## src/design/nswl_pkg.sv

```systemverilog
// nswl_pkg: shared types and constants of the nearest swing level finder
// no dependencies; imported by the divider and the top level

package nswl_pkg;

  // fixed field widths
  localparam int DIST_W    = 32;
  localparam int LIMIT_W   = 16;
  localparam int MINH_W    = 8;
  localparam int FRAC_BITS = 16;
  localparam int PCT_BITS  = 7;   // width of the scale factor 100

  // apb register file
  localparam int APB_ADDR_W = 3;
  localparam int APB_DATA_W = 32;
  localparam logic REG_LOOK_LIMIT  = 1'b0;
  localparam logic REG_MIN_HISTORY = 1'b1;

  localparam logic [LIMIT_W-1:0] LOOK_LIMIT_RST  = 16'd60;
  localparam logic [MINH_W-1:0]  MIN_HISTORY_RST = 8'd5;

  // distance saturation
  localparam logic [DIST_W-1:0] SAT_MAG    = 32'h8000_0000;
  localparam logic [DIST_W-1:0] DIST_MAX   = 32'h7fff_ffff;
  localparam logic [DIST_W:0]   SAT_THRESH = 33'h0_8000_0000;

  // result slots: support nearest, support second, resistance nearest, resistance second
  localparam logic [1:0] LAST_LEVEL = 2'd3;

  typedef enum logic [1:0] {
    ST_IDLE,
    ST_LOAD,
    ST_DIV,
    ST_EMIT
  } seq_state_e;

  typedef enum logic [1:0] {
    DIV_IDLE,
    DIV_SCALE,
    DIV_RUN
  } div_state_e;

  typedef struct packed {
    logic              done;
    logic [DIST_W-1:0] mag;
  } div_out_t;

endpackage

```

## src/design/nswl_if.sv

```systemverilog
// nswl_in_if and nswl_out_if: valid/ready channels of the swing level finder
// no dependencies

interface nswl_in_if #(
  parameter int PRICE_BITS = 48,
  parameter int TIME_BITS  = 48
);
  logic                  valid;
  logic                  ready;
  logic [PRICE_BITS-1:0] candle_high;
  logic [PRICE_BITS-1:0] candle_low;
  logic [TIME_BITS-1:0]  candle_time;
  logic                  candle_valid;
  logic [PRICE_BITS-1:0] market_price;
  logic                  scan_end;

  modport source (
    output valid, candle_high, candle_low, candle_time, candle_valid,
           market_price, scan_end,
    input  ready
  );
  modport sink (
    input  valid, candle_high, candle_low, candle_time, candle_valid,
           market_price, scan_end,
    output ready
  );
endinterface

interface nswl_out_if #(
  parameter int PRICE_BITS = 48,
  parameter int TIME_BITS  = 48,
  parameter int INDEX_BITS = 16
);
  logic                  valid;
  logic                  ready;
  logic                  level_kind;
  logic                  level_rank;
  logic                  level_valid;
  logic [PRICE_BITS-1:0] swing_price;
  logic [TIME_BITS-1:0]  level_time;
  logic [INDEX_BITS-1:0] candles_back;
  logic signed [31:0]    offset_pct;
  logic                  snapshot_valid;
  logic                  last_of_run;

  modport source (
    output valid, level_kind, level_rank, level_valid, swing_price, level_time,
           candles_back, offset_pct, snapshot_valid, last_of_run,
    input  ready
  );
  modport sink (
    input  valid, level_kind, level_rank, level_valid, swing_price, level_time,
           candles_back, offset_pct, snapshot_valid, last_of_run,
    output ready
  );
endinterface

```

## src/design/nswl_div.sv

```systemverilog
// nswl_div: bit-serial restoring divider for the percent distance
// computes min(floor(diff*100*2^16 / den), 2^31); depends on nswl_pkg

module nswl_div import nswl_pkg::*; #(
  parameter int PRICE_BITS = 48
) (
  input  logic                  clk_i,
  input  logic                  rst_ni,
  input  logic                  start_i,
  input  logic [PRICE_BITS-1:0] diff_i,
  input  logic [PRICE_BITS-1:0] den_i,
  output div_out_t              div_o
);

  localparam int MUL_W = PRICE_BITS + PCT_BITS;
  localparam int NUM_W = MUL_W + FRAC_BITS;
  localparam int CNT_W = $clog2(NUM_W);
  localparam logic [CNT_W-1:0] CNT_LAST = CNT_W'(NUM_W - 1);

  div_state_e state_q, state_d;
  logic done_q, done_d;

  logic [PRICE_BITS-1:0] diff_q, diff_d;
  logic [PRICE_BITS-1:0] den_q, den_d;
  logic [NUM_W-1:0]      num_q, num_d;
  logic [PRICE_BITS-1:0] rem_q, rem_d;
  logic [DIST_W:0]       quo_q, quo_d;
  logic                  sat_q, sat_d;
  logic [CNT_W-1:0]      cnt_q, cnt_d;

  logic [MUL_W-1:0]      scaled;
  logic [PRICE_BITS:0]   shifted;
  logic [PRICE_BITS:0]   den_ext;
  logic                  fits;
  logic [PRICE_BITS:0]   sub;
  logic [DIST_W:0]       quo_next;

  // diff * 100 as shift-add: 64 + 32 + 4
  assign scaled = (MUL_W'(diff_q) << 6) + (MUL_W'(diff_q) << 5) + (MUL_W'(diff_q) << 2);

  assign shifted  = {rem_q, num_q[NUM_W-1]};
  assign den_ext  = {1'b0, den_q};
  assign fits     = shifted >= den_ext;
  assign sub      = shifted - den_ext;
  assign quo_next = {quo_q[DIST_W-1:0], fits};

  always_comb begin
    state_d = state_q;
    done_d  = 1'b0;
    diff_d  = diff_q;
    den_d   = den_q;
    num_d   = num_q;
    rem_d   = rem_q;
    quo_d   = quo_q;
    sat_d   = sat_q;
    cnt_d   = cnt_q;
    case (state_q)
      DIV_IDLE: begin
        if (start_i) begin
          diff_d  = diff_i;
          den_d   = den_i;
          state_d = DIV_SCALE;
        end
      end
      DIV_SCALE: begin
        num_d   = {scaled, {FRAC_BITS{1'b0}}};
        rem_d   = '0;
        quo_d   = '0;
        sat_d   = 1'b0;
        cnt_d   = '0;
        state_d = DIV_RUN;
      end
      DIV_RUN: begin
        num_d = num_q << 1;
        rem_d = fits ? sub[PRICE_BITS-1:0] : shifted[PRICE_BITS-1:0];
        // quotient freezes once it passes the cap
        if (!sat_q) begin
          quo_d = quo_next;
          if (quo_next > SAT_THRESH) begin
            sat_d = 1'b1;
          end
        end
        cnt_d = cnt_q + 1'b1;
        if (cnt_q == CNT_LAST) begin
          done_d  = 1'b1;
          state_d = DIV_IDLE;
        end
      end
      default: begin
        state_d = DIV_IDLE;
      end
    endcase
  end

  always_ff @(posedge clk_i or negedge rst_ni) begin
    if (!rst_ni) begin
      state_q <= DIV_IDLE;
      done_q  <= 1'b0;
    end else begin
      state_q <= state_d;
      done_q  <= done_d;
    end
  end

  always_ff @(posedge clk_i) begin
    diff_q <= diff_d;
    den_q  <= den_d;
    num_q  <= num_d;
    rem_q  <= rem_d;
    quo_q  <= quo_d;
    sat_q  <= sat_d;
    cnt_q  <= cnt_d;
  end

  assign div_o.done = done_q;
  assign div_o.mag  = sat_q ? SAT_MAG : quo_q[DIST_W-1:0];

endmodule

```

## src/design/nearest_swing_level_finder_unit.sv

```systemverilog
// nearest_swing_level_finder_unit: top level of the swing level finder
// depends on nswl_pkg, nswl_in_if, nswl_out_if and nswl_div

// usage
// - cand_i carries candles newest first; the item with scan_end set closes the scan
// - the market price is taken from the first item of every scan
// - a candle that does not end a scan is accepted while ready stays high
// - the scan_end item starts the result sequence: four items on lvl_o in the
//   order support nearest, support second, resistance nearest, resistance second
// - an invalid level passes through the load and emit states; a valid one also
//   waits in the div state for the bit-serial divider that forms offset_pct (one quotient
//   bit per cycle over PRICE_BITS + 23 numerator bits)
// - cand_i ready is low for the whole result sequence
// - a stalled lvl_o holds the current item; the next one waits in the sequencer,
//   and after the last item candles are taken again while it still waits
// - apb registers: look-back limit at 0x0, min_history at 0x4; write only while idle
// - reset clears the scan, the found flags and the output valid, and loads the
//   register defaults (look-back limit 60, min_history 5)

module nearest_swing_level_finder_unit import nswl_pkg::*; #(
  parameter int PRICE_BITS = 48,
  parameter int TIME_BITS  = 48,
  parameter int INDEX_BITS = 16
) (
  input  logic                  clk_i,
  input  logic                  rst_ni,
  nswl_in_if.sink               cand_i,
  nswl_out_if.source            lvl_o,
  input  logic                  psel,
  input  logic                  penable,
  input  logic                  pwrite,
  input  logic [APB_ADDR_W-1:0] paddr,
  input  logic [APB_DATA_W-1:0] pwdata,
  output logic [APB_DATA_W-1:0] prdata,
  output logic                  pready
);

  // compare widths for the scan limit and the history count
  localparam int LIM_W = (INDEX_BITS > LIMIT_W) ? INDEX_BITS : LIMIT_W;
  localparam int CNT_W = (INDEX_BITS + 1 > MINH_W) ? INDEX_BITS + 1 : MINH_W;

  // configuration registers
  logic [LIMIT_W-1:0] look_limit_q;
  logic [MINH_W-1:0]  min_hist_q;
  logic               cfg_wr;

  assign pready = 1'b1;
  assign cfg_wr = psel && penable && pwrite;

  always_ff @(posedge clk_i or negedge rst_ni) begin
    if (!rst_ni) begin
      look_limit_q <= LOOK_LIMIT_RST;
      min_hist_q   <= MIN_HISTORY_RST;
    end else if (cfg_wr) begin
      case (paddr[2])
        REG_LOOK_LIMIT:  look_limit_q <= pwdata[LIMIT_W-1:0];
        REG_MIN_HISTORY: min_hist_q   <= pwdata[MINH_W-1:0];
        default: begin
        end
      endcase
    end
  end

  always_comb begin
    case (paddr[2])
      REG_LOOK_LIMIT:  prdata = APB_DATA_W'(look_limit_q);
      REG_MIN_HISTORY: prdata = APB_DATA_W'(min_hist_q);
      default:         prdata = '0;
    endcase
  end

  // sequencer and scan state
  seq_state_e state_q, state_d;
  logic [1:0] slot_q, slot_d;       // result slot: bit 1 kind, bit 0 rank
  logic       good_q, good_d;       // enough history and nonzero price
  logic       neg_q, neg_d;         // level below price

  logic [INDEX_BITS-1:0] pos_q, pos_d;
  logic [PRICE_BITS-1:0] latch_q, latch_d;

  // two-candle window, index 0 newer
  logic [PRICE_BITS-1:0] win_high_q [2];
  logic [PRICE_BITS-1:0] win_high_d [2];
  logic [PRICE_BITS-1:0] win_low_q  [2];
  logic [PRICE_BITS-1:0] win_low_d  [2];
  logic [TIME_BITS-1:0]  win_time_q [2];
  logic [TIME_BITS-1:0]  win_time_d [2];
  logic [1:0]            win_ok_q, win_ok_d;

  // nearest-two lists: 0/1 support, 2/3 resistance
  logic [PRICE_BITS-1:0] near_price_q [4];
  logic [PRICE_BITS-1:0] near_price_d [4];
  logic [TIME_BITS-1:0]  near_time_q  [4];
  logic [TIME_BITS-1:0]  near_time_d  [4];
  logic [INDEX_BITS-1:0] near_back_q  [4];
  logic [INDEX_BITS-1:0] near_back_d  [4];
  logic [3:0]            found_q, found_d;

  // output register
  logic                  out_vld_q, out_vld_d;
  logic                  out_load;
  logic                  o_kind_q, o_rank_q, o_valid_q, o_snap_q, o_last_q;
  logic [PRICE_BITS-1:0] o_price_q;
  logic [TIME_BITS-1:0]  o_time_q;
  logic [INDEX_BITS-1:0] o_back_q;
  logic [DIST_W-1:0]     o_dist_q, gap_val;

  // candle path
  logic                  accept;
  logic [PRICE_BITS-1:0] price_now;
  logic                  in_window;
  logic                  res_hit, sup_hit;
  logic [INDEX_BITS-1:0] swing_back;
  logic                  good_new;
  logic                  scan_clear;

  // result path
  logic [PRICE_BITS-1:0] lvl_price;
  logic                  lvl_below;
  logic [PRICE_BITS-1:0] lvl_diff;
  logic                  lvl_ok;
  logic                  div_start;
  div_out_t              div_res;

  assign cand_i.ready = (state_q == ST_IDLE);
  assign accept       = cand_i.valid && (state_q == ST_IDLE);

  // price of this scan, taken from the first candle
  assign price_now = (pos_q == '0) ? cand_i.market_price : latch_q;

  assign in_window = (pos_q >= INDEX_BITS'(2))
                  && (LIM_W'(pos_q) < LIM_W'(look_limit_q))
                  && cand_i.candle_valid && win_ok_q[0] && win_ok_q[1];

  // strict swings of the middle candle
  assign res_hit = in_window && (win_high_q[0] > cand_i.candle_high)
                && (win_high_q[0] > win_high_q[1]) && (win_high_q[0] > price_now);
  assign sup_hit = in_window && (win_low_q[0] < cand_i.candle_low)
                && (win_low_q[0] < win_low_q[1]) && (win_low_q[0] < price_now);

  assign swing_back = pos_q - INDEX_BITS'(1);
  assign good_new   = (CNT_W'(pos_q) + CNT_W'(1) >= CNT_W'(min_hist_q))
                   && (price_now != '0);

  // scan state: window, position, price latch and nearest lists
  always_comb begin
    logic                  hit;
    logic [PRICE_BITS-1:0] cand;
    logic                  nearer_a, nearer_b;
    logic [1:0]            a, b;
    hit          = 1'b0;
    cand         = '0;
    nearer_a     = 1'b0;
    nearer_b     = 1'b0;
    a            = '0;
    b            = '0;
    pos_d        = pos_q;
    latch_d      = latch_q;
    win_high_d   = win_high_q;
    win_low_d    = win_low_q;
    win_time_d   = win_time_q;
    win_ok_d     = win_ok_q;
    near_price_d = near_price_q;
    near_time_d  = near_time_q;
    near_back_d  = near_back_q;
    found_d      = found_q;
    if (accept) begin
      if (pos_q == '0) begin
        latch_d = cand_i.market_price;
      end
      // side 0 support (higher is nearer), side 1 resistance (lower is nearer)
      for (int s = 0; s < 2; s++) begin
        a        = 2'(2 * s);
        b        = 2'(2 * s + 1);
        hit      = (s == 1) ? res_hit : sup_hit;
        cand     = (s == 1) ? win_high_q[0] : win_low_q[0];
        nearer_a = (s == 1) ? (cand < near_price_q[a]) : (cand > near_price_q[a]);
        nearer_b = (s == 1) ? (cand < near_price_q[b]) : (cand > near_price_q[b]);
        if (hit) begin
          if (!found_q[a] || nearer_a) begin
            near_price_d[b] = near_price_q[a];
            near_time_d[b]  = near_time_q[a];
            near_back_d[b]  = near_back_q[a];
            found_d[b]      = found_q[a];
            near_price_d[a] = cand;
            near_time_d[a]  = win_time_q[0];
            near_back_d[a]  = swing_back;
            found_d[a]      = 1'b1;
          end else if (!found_q[b] || nearer_b) begin
            near_price_d[b] = cand;
            near_time_d[b]  = win_time_q[0];
            near_back_d[b]  = swing_back;
            found_d[b]      = 1'b1;
          end
        end
      end
      win_high_d[1] = win_high_q[0];
      win_low_d[1]  = win_low_q[0];
      win_time_d[1] = win_time_q[0];
      win_ok_d[1]   = win_ok_q[0];
      win_high_d[0] = cand_i.candle_high;
      win_low_d[0]  = cand_i.candle_low;
      win_time_d[0] = cand_i.candle_time;
      win_ok_d[0]   = cand_i.candle_valid;
      if (pos_q != '1) begin
        pos_d = pos_q + INDEX_BITS'(1);
      end
    end
    // end of the result sequence starts a fresh scan
    if (scan_clear) begin
      pos_d    = '0;
      win_ok_d = '0;
      found_d  = '0;
    end
  end

  // level of the current slot against the latched price
  assign lvl_price = near_price_q[slot_q];
  assign lvl_below = lvl_price < latch_q;
  assign lvl_diff  = lvl_below ? (latch_q - lvl_price) : (lvl_price - latch_q);
  assign lvl_ok    = good_q && found_q[slot_q];

  nswl_div #(
    .PRICE_BITS (PRICE_BITS)
  ) u_div (
    .clk_i   (clk_i),
    .rst_ni  (rst_ni),
    .start_i (div_start),
    .diff_i  (lvl_diff),
    .den_i   (latch_q),
    .div_o   (div_res)
  );

  // signed distance with saturation
  always_comb begin
    if (!lvl_ok) begin
      gap_val = '0;
    end else if (neg_q) begin
      gap_val = (div_res.mag >= SAT_MAG) ? SAT_MAG : (DIST_W'(0) - div_res.mag);
    end else begin
      gap_val = (div_res.mag > DIST_MAX) ? DIST_MAX : div_res.mag;
    end
  end

  // result sequencer
  always_comb begin
    state_d    = state_q;
    slot_d     = slot_q;
    good_d     = good_q;
    neg_d      = neg_q;
    div_start  = 1'b0;
    out_load   = 1'b0;
    scan_clear = 1'b0;
    case (state_q)
      ST_IDLE: begin
        if (accept && cand_i.scan_end) begin
          good_d  = good_new;
          slot_d  = '0;
          state_d = ST_LOAD;
        end
      end
      ST_LOAD: begin
        if (lvl_ok) begin
          div_start = 1'b1;
          neg_d     = lvl_below;
          state_d   = ST_DIV;
        end else begin
          state_d = ST_EMIT;
        end
      end
      ST_DIV: begin
        if (div_res.done) begin
          state_d = ST_EMIT;
        end
      end
      ST_EMIT: begin
        if (!out_vld_q || lvl_o.ready) begin
          out_load = 1'b1;
          if (slot_q == LAST_LEVEL) begin
            scan_clear = 1'b1;
            state_d    = ST_IDLE;
          end else begin
            slot_d  = slot_q + 2'd1;
            state_d = ST_LOAD;
          end
        end
      end
      default: begin
        state_d = ST_IDLE;
      end
    endcase
  end

  always_comb begin
    out_vld_d = out_vld_q;
    if (out_vld_q && lvl_o.ready) begin
      out_vld_d = 1'b0;
    end
    if (out_load) begin
      out_vld_d = 1'b1;
    end
  end

  // control state
  always_ff @(posedge clk_i or negedge rst_ni) begin
    if (!rst_ni) begin
      state_q   <= ST_IDLE;
      slot_q    <= '0;
      good_q    <= 1'b0;
      pos_q     <= '0;
      latch_q   <= '0;
      win_ok_q  <= '0;
      found_q   <= '0;
      out_vld_q <= 1'b0;
    end else begin
      state_q   <= state_d;
      slot_q    <= slot_d;
      good_q    <= good_d;
      pos_q     <= pos_d;
      latch_q   <= latch_d;
      win_ok_q  <= win_ok_d;
      found_q   <= found_d;
      out_vld_q <= out_vld_d;
    end
  end

  // payload
  always_ff @(posedge clk_i) begin
    neg_q        <= neg_d;
    win_high_q   <= win_high_d;
    win_low_q    <= win_low_d;
    win_time_q   <= win_time_d;
    near_price_q <= near_price_d;
    near_time_q  <= near_time_d;
    near_back_q  <= near_back_d;
    if (out_load) begin
      o_kind_q  <= slot_q[1];
      o_rank_q  <= slot_q[0];
      o_valid_q <= lvl_ok;
      o_price_q <= lvl_ok ? lvl_price : '0;
      o_time_q  <= lvl_ok ? near_time_q[slot_q] : '0;
      o_back_q  <= lvl_ok ? near_back_q[slot_q] : '0;
      o_dist_q  <= gap_val;
      o_snap_q  <= good_q && (found_q[0] || found_q[2]);
      o_last_q  <= (slot_q == LAST_LEVEL);
    end
  end

  assign lvl_o.valid          = out_vld_q;
  assign lvl_o.level_kind     = o_kind_q;
  assign lvl_o.level_rank     = o_rank_q;
  assign lvl_o.level_valid    = o_valid_q;
  assign lvl_o.swing_price    = o_price_q;
  assign lvl_o.level_time     = o_time_q;
  assign lvl_o.candles_back   = o_back_q;
  assign lvl_o.offset_pct     = o_dist_q;
  assign lvl_o.snapshot_valid = o_snap_q;
  assign lvl_o.last_of_run    = o_last_q;

endmodule
```

## src/flat_wrapper.sv

```systemverilog
// flat-port wrapper written by rule: the top's interface ports become plain ports
module nearest_swing_level_finder_unit_flat import nswl_pkg::*;
#(
  parameter int PRICE_BITS = 48,
  parameter int TIME_BITS  = 48,
  parameter int INDEX_BITS = 16
)
  (clk_i, rst_ni, psel, penable, pwrite, paddr, pwdata, prdata, pready, cand_i_valid, cand_i_candle_high, cand_i_candle_low, cand_i_candle_time, cand_i_candle_valid, cand_i_market_price, cand_i_scan_end, cand_i_ready, lvl_o_valid, lvl_o_level_kind, lvl_o_level_rank, lvl_o_level_valid, lvl_o_swing_price, lvl_o_level_time, lvl_o_candles_back, lvl_o_offset_pct, lvl_o_snapshot_valid, lvl_o_last_of_run, lvl_o_ready);
  nswl_in_if #(.PRICE_BITS(PRICE_BITS), .TIME_BITS(TIME_BITS)) cand_i_i ();
  nswl_out_if #(.PRICE_BITS(PRICE_BITS), .TIME_BITS(TIME_BITS), .INDEX_BITS(INDEX_BITS)) lvl_o_i ();
  input  logic clk_i;
  input  logic rst_ni;
  input  logic psel;
  input  logic penable;
  input  logic pwrite;
  input  logic [APB_ADDR_W-1:0] paddr;
  input  logic [APB_DATA_W-1:0] pwdata;
  output logic [APB_DATA_W-1:0] prdata;
  output logic pready;
  input wire logic [$bits(cand_i_i.valid)-1:0] cand_i_valid;
  input wire logic [$bits(cand_i_i.candle_high)-1:0] cand_i_candle_high;
  input wire logic [$bits(cand_i_i.candle_low)-1:0] cand_i_candle_low;
  input wire logic [$bits(cand_i_i.candle_time)-1:0] cand_i_candle_time;
  input wire logic [$bits(cand_i_i.candle_valid)-1:0] cand_i_candle_valid;
  input wire logic [$bits(cand_i_i.market_price)-1:0] cand_i_market_price;
  input wire logic [$bits(cand_i_i.scan_end)-1:0] cand_i_scan_end;
  output wire logic [$bits(cand_i_i.ready)-1:0] cand_i_ready;
  output wire logic [$bits(lvl_o_i.valid)-1:0] lvl_o_valid;
  output wire logic [$bits(lvl_o_i.level_kind)-1:0] lvl_o_level_kind;
  output wire logic [$bits(lvl_o_i.level_rank)-1:0] lvl_o_level_rank;
  output wire logic [$bits(lvl_o_i.level_valid)-1:0] lvl_o_level_valid;
  output wire logic [$bits(lvl_o_i.swing_price)-1:0] lvl_o_swing_price;
  output wire logic [$bits(lvl_o_i.level_time)-1:0] lvl_o_level_time;
  output wire logic [$bits(lvl_o_i.candles_back)-1:0] lvl_o_candles_back;
  output wire logic [$bits(lvl_o_i.offset_pct)-1:0] lvl_o_offset_pct;
  output wire logic [$bits(lvl_o_i.snapshot_valid)-1:0] lvl_o_snapshot_valid;
  output wire logic [$bits(lvl_o_i.last_of_run)-1:0] lvl_o_last_of_run;
  input wire logic [$bits(lvl_o_i.ready)-1:0] lvl_o_ready;
  assign cand_i_i.valid = cand_i_valid;
  assign cand_i_i.candle_high = cand_i_candle_high;
  assign cand_i_i.candle_low = cand_i_candle_low;
  assign cand_i_i.candle_time = cand_i_candle_time;
  assign cand_i_i.candle_valid = cand_i_candle_valid;
  assign cand_i_i.market_price = cand_i_market_price;
  assign cand_i_i.scan_end = cand_i_scan_end;
  assign cand_i_ready = cand_i_i.ready;
  assign lvl_o_valid = lvl_o_i.valid;
  assign lvl_o_level_kind = lvl_o_i.level_kind;
  assign lvl_o_level_rank = lvl_o_i.level_rank;
  assign lvl_o_level_valid = lvl_o_i.level_valid;
  assign lvl_o_swing_price = lvl_o_i.swing_price;
  assign lvl_o_level_time = lvl_o_i.level_time;
  assign lvl_o_candles_back = lvl_o_i.candles_back;
  assign lvl_o_offset_pct = lvl_o_i.offset_pct;
  assign lvl_o_snapshot_valid = lvl_o_i.snapshot_valid;
  assign lvl_o_last_of_run = lvl_o_i.last_of_run;
  assign lvl_o_i.ready = lvl_o_ready;
  nearest_swing_level_finder_unit #(.PRICE_BITS(PRICE_BITS), .TIME_BITS(TIME_BITS), .INDEX_BITS(INDEX_BITS)) u_core (.clk_i(clk_i), .rst_ni(rst_ni), .cand_i(cand_i_i), .lvl_o(lvl_o_i), .psel(psel), .penable(penable), .pwrite(pwrite), .paddr(paddr), .pwdata(pwdata), .prdata(prdata), .pready(pready));
endmodule
```

## config.mk

```make
export PLATFORM = sky130hd
export DESIGN_NAME = nearest_swing_level_finder_unit_flat
export DESIGN_NICKNAME = d
export VERILOG_FILES = /design/src/design/nswl_pkg.sv /design/src/design/nswl_if.sv /design/src/design/nswl_div.sv /design/src/design/nearest_swing_level_finder_unit.sv /design/src/flat_wrapper.sv
export SDC_FILE = /design/constraint.sdc
export NUM_CORES = 2
export LEC_CHECK = 0
export ABC_AREA = 1
export BUFFER_PORTS_ARGS = -buffer_cell sky130_fd_sc_hd__buf_2
export CAP_MARGIN = 10
export CORE_MARGIN = 2
export CORE_UTILIZATION = 25
export CTS_CLUSTER_SIZE = 16
export DETAILED_ROUTE_END_ITERATION = 10
export PLACE_DENSITY = 0.4
export SETUP_SLACK_MARGIN = 0.15
export SLEW_MARGIN = 25
export SYNTH_ARGS = -nofsm -noshare
export SYNTH_HDL_FRONTEND = slang
export SYNTH_SLANG_ARGS = --single-unit
```

## constraint.sdc

```tcl
create_clock -name clk_i -period 23.2 [get_ports clk_i]
set_input_delay 2.32 -clock clk_i [delete_from_list [all_inputs] [get_ports clk_i]]
set_output_delay 2.32 -clock clk_i [all_outputs]
set_load 0.005 [all_outputs]
```

# Word-level counts from Yosys, hierarchy flattened
# Index checks and enable logic that the tools add are counted.
# totals
out_inout_bits	184
wordCells	239
register_bits	1196
input_bits	236
# op_classes
reduce_logical	64
mux	78
order_cmp	20
add_sub_neg	11
n_eq_ne	15
bitwise	2
# op_table
cell	count
$mux 48	15
$lt 48x48->1	6
$gt 48x48->1	5
$bmux 48 s2	2
$mux 32	5
$mux 16	9
$sub 48x48->48	3
$pmux 71 s2	1
$pmux 32 s2	2
$pmux 48 s2	1
$add 54x53->55	1
$add 55x50->55	1
$ge 49x48->1	1
$reduce_bool 48->1	1
$gt 33x32->1 const B	1
$bmux 16 s2	1
$ge 32x32->1 const B	1
$gt 32x31->1 const B	1
$sub 1x32->32 const A	1
$reduce_and 3->1	9
$mux 2	12
$mux 1	22
$reduce_bool 2->1	11
$logic_and 1x1->1	18
32 further kinds	60

# Depth between registers and ports, before layout
# depth
depth_word	11
ltp_mapped	26

# Hierarchy
# From an unflattened synthesis, not the netlist that was laid out.
# unflattened
hier_cells	8847
area_unflattened_um2	75483.6
# modules_own_cells
mod	cells_per_inst	area_each_um2	n_inst
nearest_swing_level_finder_unit	6121	56261.5	1
nswl_div	2726	19222.2	1

# Worst setup path after synthesis
# OpenSTA, ideal clock, no wires.
# synth_timing
kind	input to register
from	in cand_i_market_price[35]
to	reg u_core.near_back_q[48] in the netlist's numbering (enable)
arrival_time_ns	11.223
path_buffers	0
path_stages	11
setup_time_ns	0.720
slack_ns	11.257
required_ns	22.480
path_cell_list	o21ai_0 > ha_1 > a21oi_1 > o21ai_0 > nand2_1 > nand3_1 > nand2_1 > o2111ai_1 > a21oi_1 > nand3_1 > nor3_1
# synth_between
elab_chain_len	4
# synth_lines
element	line_no	text
start, declared	flat_wrapper.sv:25	input wire logic [$bits(cand_i_i.market_price)-1:0] cand_i_market_price;
$mux 48	nearest_swing_level_finder_unit.sv:129	assign price_now = (pos_q == '0) ? cand_i.market_price : latch_q;
$lt 48x48->1	nearest_swing_level_finder_unit.sv:139	&& (win_low_q[0] < win_low_q[1]) && (win_low_q[0] < price_now);
$logic_and 1x1->1	nearest_swing_level_finder_unit.sv:139	
$reduce_and 3->1 (no line)	--	
end signal, assigned	nearest_swing_level_finder_unit.sv:335	near_back_q <= near_back_d;
end, declared	nearest_swing_level_finder_unit.sv:95	logic [INDEX_BITS-1:0] near_back_q [4];
# No other way between the ends.
# A chain may end at the register's enable or synchronous reset.

# Worst setup path in the final report
# layout_timing
from	reg u_core.pos_q[0]
to	reg u_core.near_price_q[35] in the netlist's numbering (enable)
# layout_between
elab_chain_len	9
elab_cells_between_ends	13
cone_classes	3 x order compare; 1 x mux; 9 x reduce/logical
# layout_lines
element	line_no	text
start, declared	nearest_swing_level_finder_unit.sv:78	logic [INDEX_BITS-1:0] pos_q, pos_d;
start signal, assigned	nearest_swing_level_finder_unit.sv:319	pos_q <= pos_d;
parallel branches: the longest is 7 deep, another holds $gt 48x48->1	--	
$logic_and 1x1->1 (*)	nearest_swing_level_finder_unit.sv:137	&& (win_high_q[0] > win_high_q[1]) && (win_high_q[0] > price_now);
$reduce_and 3->1 (no line) (*)	--	
end signal, assigned	nearest_swing_level_finder_unit.sv:333	near_price_q <= near_price_d;
end, declared	nearest_swing_level_finder_unit.sv:91	logic [PRICE_BITS-1:0] near_price_q [4];
# Mark *: on every way between the ends.

==> results_dict.tcl <==
set metrics [dict create \
    yosysWarnings 0 \
    status "finished, final reports clean" \
    synthAdderAreaFrac_pct 13.5 \
    fp.dieH_microns 542 \
    slew-limit-headroom_pct 29.8 \
    via_per_inst 4.61 \
    worstHoldPathType "flop to flop" \
    crit_fanout 94 \
    timing.final.crit_share_pct 33.5 \
    antenna_found_initial 33 \
    muxShareOfSynthArea_pct 0.0553 \
    grt_pass1_wl_microns 378000 \
    max_clock_freq_ghz 0.128 \
    ys_seq_area_share_pct 48.1 \
    synth_top_flop_cell "edfxtp_1" \
    final_nets 9441 \
    die_w_microns 542 \
    grt_pass1_vias 56929 \
    slew_viol_final 0 \
    ios 420 \
    rows 197 \
    vias 57053 \
    placed_cells 12073 \
    drtIter0Drc 3882 \
    avgSynthCellArea_sq_um 9.00 \
    wl_per_cell_microns 20.9 \
    hold_buffers 0 \
    drive_above_1_share_pct 9.15 \
    worstSetupStartpointType "flop" \
    crit_path_end_kind "flop" \
    cpLargestDelayFamily "simple AND/OR/NAND/NOR gates" \
    cp.arrival_ns 8.23 \
    syn_area_sq_um 72500 \
    path_cells "inv_1, ha_1, nand2_1, nor2_4, nand2_4, o21ai_1, ha_1, nand2_1, nor2_1, nand4_1, nor2_1, nand4_1, nor3b_1, o21ai_0, nand2_1, inv_1, nand2_1, nand2_1, a21oi_4, buf_4, buf_4" \
    clock-root-buffer "clkbuf_16" \
    gp_congestion 0.872 \
    worstMarginPinSlew_ns 1.05 \
    ant_nets 0 \
    crit_type "flop to flop" \
    maxCapViolCount 0 \
    yosys.cell_types.count 66 \
    rsz0062_at_grt "false" \
    cts_max_path_buffers 4 \
    critPathMaxStageDelay_ns 0.90 \
    post_cts_buffers 0 \
    cts_sinks 1178 \
    synthXorXnorAreaFrac_pct 1.49 \
    core_sq_um 288000 \
    cts_buffers 157 \
    drc_errors 0 \
    worstHoldStart "u_core.latch_q[47]$_DFFE_PN0P_" \
    start_util_pct 25.1 \
    synth_edf_count 1075 \
    powerDensity_nw_per_um2 139 \
    crit_start "u_core.pos_q[0]$_DFFE_PN0P_" \
    fin_crit_ns 7.78 \
    die_area_sq_um 294000 \
    p_leak_uw 0.0359 \
    synth_top_family_by_area "simple AND/OR/NAND/NOR gates" \
    synth-seq-cells 1178 \
    nFillCells 30444 \
    setup_viol 0 \
    synthSimpleGateAreaFrac_pct 15.0 \
    htreeDepth 4 \
    cts_tree "yes" \
    cpMaxStageDelayCell "buf_4" \
    fin_tns_setup_ns 0 \
    grt_usage_pct 17.2 \
    stdcell_count 12370 \
    wl_microns 258000 \
    hpwl_microns 195000 \
    drt-pass1-iter-count 6 \
    syn_inst 8052 \
    crit_buf_inv 4 \
    area_delta_synth_final_pct 16.1 \
    async_flop_share_pct 8.74 \
    critPathMostFrequentCell "nand2_1" \
    portBuffers 384 \
    overflow 0 \
    clk_pin_slew_ns 0.06 \
    cts_resized 0 \
    insertion_delay_ns 0.87 \
    hold_viol_final 0 \
    skew_ns 0.0828 \
    required_ns 23.64 \
    grt_max_degree 158 \
    synth-compound-area-share_pct 14.2 \
    ir_worst_vdd_mv 0.0798 \
    worstReg2RegStart "u_core.pos_q[0]$_DFFE_PN0P_" \
]
## synthesized netlist by cell type, types with 10 or more instances
| master | n | share of area, % |
|---|---|---|
| a211oi_1 | 19 | 0.20 |
| a21boi_0 | 10 | 0.10 |
| a21o_1 | 35 | 0.36 |
| a21oi_1 | 741 | 5.1 |
| a31oi_1 | 35 | 0.30 |
| a32oi_1 | 47 | 0.57 |
| buf_1 | 24 | 0.12 |
| buf_2 | 32 | 0.22 |
| buf_4 | 21 | 0.22 |
| clkbuf_1 | 154 | 0.80 |
| dfrtp_1 | 97 | 3.3 |
| edfxtp_1 | 1075 | 45 |
| fa_1 | 48 | 1.3 |
| ha_1 | 704 | 12 |
| inv_1 | 1190 | 6.2 |
| nand2_1 | 1409 | 7.3 |
| nand3_1 | 177 | 1.2 |
| nand3b_1 | 12 | 0.12 |
| nand4_1 | 91 | 0.79 |
| nor2_1 | 810 | 4.2 |
| nor3_1 | 62 | 0.43 |
| nor4_1 | 31 | 0.27 |
| o2111ai_1 | 11 | 0.13 |
| o211ai_1 | 23 | 0.24 |
| o21a_1 | 43 | 0.45 |
| o21ai_0 | 828 | 5.7 |
| o21ai_1 | 46 | 0.32 |
| o21bai_1 | 22 | 0.23 |
| o22ai_1 | 10 | 0.086 |
| or2_2 | 27 | 0.23 |
| xnor2_1 | 44 | 0.53 |
| xor2_1 | 79 | 0.95 |
## layer usage
layer	share of wire (%)	routed length [microns]	vias up	track usage, %
met1	46	118000	27297	22.9
met4	3.3	8470	20	5.21
met5	0.050	130	-	0
met2	47	120000	1124	28.8
li1	-	-	28267	-
met3	4.3	11200	345	2.38
## layout make-up
class                      count  area (sq um)  share of cell area (%)
tap                         3781          4730                    5.62
clock buffer                 202          4230                    5.03
antenna                        9          22.5                  0.0268
clock inverter                84           936                    1.11
timing repair buffer         467          2620                    3.11
sequential                  1178         34900                    41.5
inverter                    1198          4520                    5.37
multi-input combinational   5451         32200                    38.3
## cell families (layout without fill, tap and decap cells)
kind of cell,count (synthesis),after routing
compound gates,1900,1900
simple gates,2655,2655
flops,1178,1178
buf+inv,1438,1951
xor+xnor,123,123
other cells,2,26
fa+ha+maj,752,752
mux,4,4
## where the power goes
| part | internal [uW] | switching [uW] | total (uW) | leakage, uW |
|---|---|---|---|---|
| Sequential | 3030 | 367 | 3400 | 0.0113 |
| Combinational | 1770 | 4050 | 5830 | 0.0221 |
| Clock | 1480 | 1010 | 2490 | 0.00251 |
| Total | 6290 | 5430 | 11700 | 0.0359 |
## registers in the layout (all words and copies together), names as in the netlist, 32 cells and up
name / flops
u_core.latch_q: 48
u_core.lvl_o.level_time: 48
u_core.lvl_o.offset_pct: 32
u_core.lvl_o.swing_price: 48
u_core.near_back_q: 64
u_core.near_price_q: 192
u_core.near_time_q: 192
u_core.u_div.den_q: 48
u_core.u_div.diff_q: 48
u_core.u_div.num_q: 53
u_core.u_div.quo_q: 32
u_core.u_div.rem_q: 48
u_core.win_high_q: 96
u_core.win_low_q: 96
u_core.win_time_q: 48
## through the flow
stage	hold WS [ns]	total power [uW]	worst slack, ns	utilization, %	area, sq um
floorplan	0.425	7070	11.26	-	72500
global placement	0.437	9240	14.88	27.4	78900
detailed placement	0.433	9280	14.97	27.4	78900
CTS	0.452	11800	15.10	29.2	84000
global route	0.470	12600	14.80	29.2	84100
finish	0.446	11700	15.42	29.2	84100
## path summary, 6_finish.rpt
kind / slack [ns] / to / cells after the start
setup / recovery: 15.42 / u_core.near_price_q[35]$_DFFE_PP_ / 21
hold / removal: 0.45 / u_core.u_div.den_q[47]$_DFFE_PP_ / 0
setup reg to reg: 15.42 / u_core.near_price_q[35]$_DFFE_PP_ / 21
hold reg to reg: 0.45 / u_core.u_div.den_q[47]$_DFFE_PP_ / 0
max in group asynchronous: 20.65 / u_core.slot_q[1]$_DFFE_PN0P_ / 2
min in group asynchronous: 1.42 / u_core.latch_q[8]$_DFFE_PN0P_ / 1
## cell usage in the layout, fill, tap and decap left out, types with 44 or more instances in the layout
cell type and n:
a21oi_1 739, a32oi_1 47, buf_2 383, buf_4 78, clkbuf_16 160, dfrtp_1 95, edfxtp_1 1075, fa_1 48
ha_1 702, inv_1 1186, nand2_1 1405, nand3_1 176, nand4_1 91, nor2_1 807, nor3_1 60, o21ai_0 827
o21ai_1 46, xnor2_1 44, xor2_1 79
(Power assumes the default switching activity.)
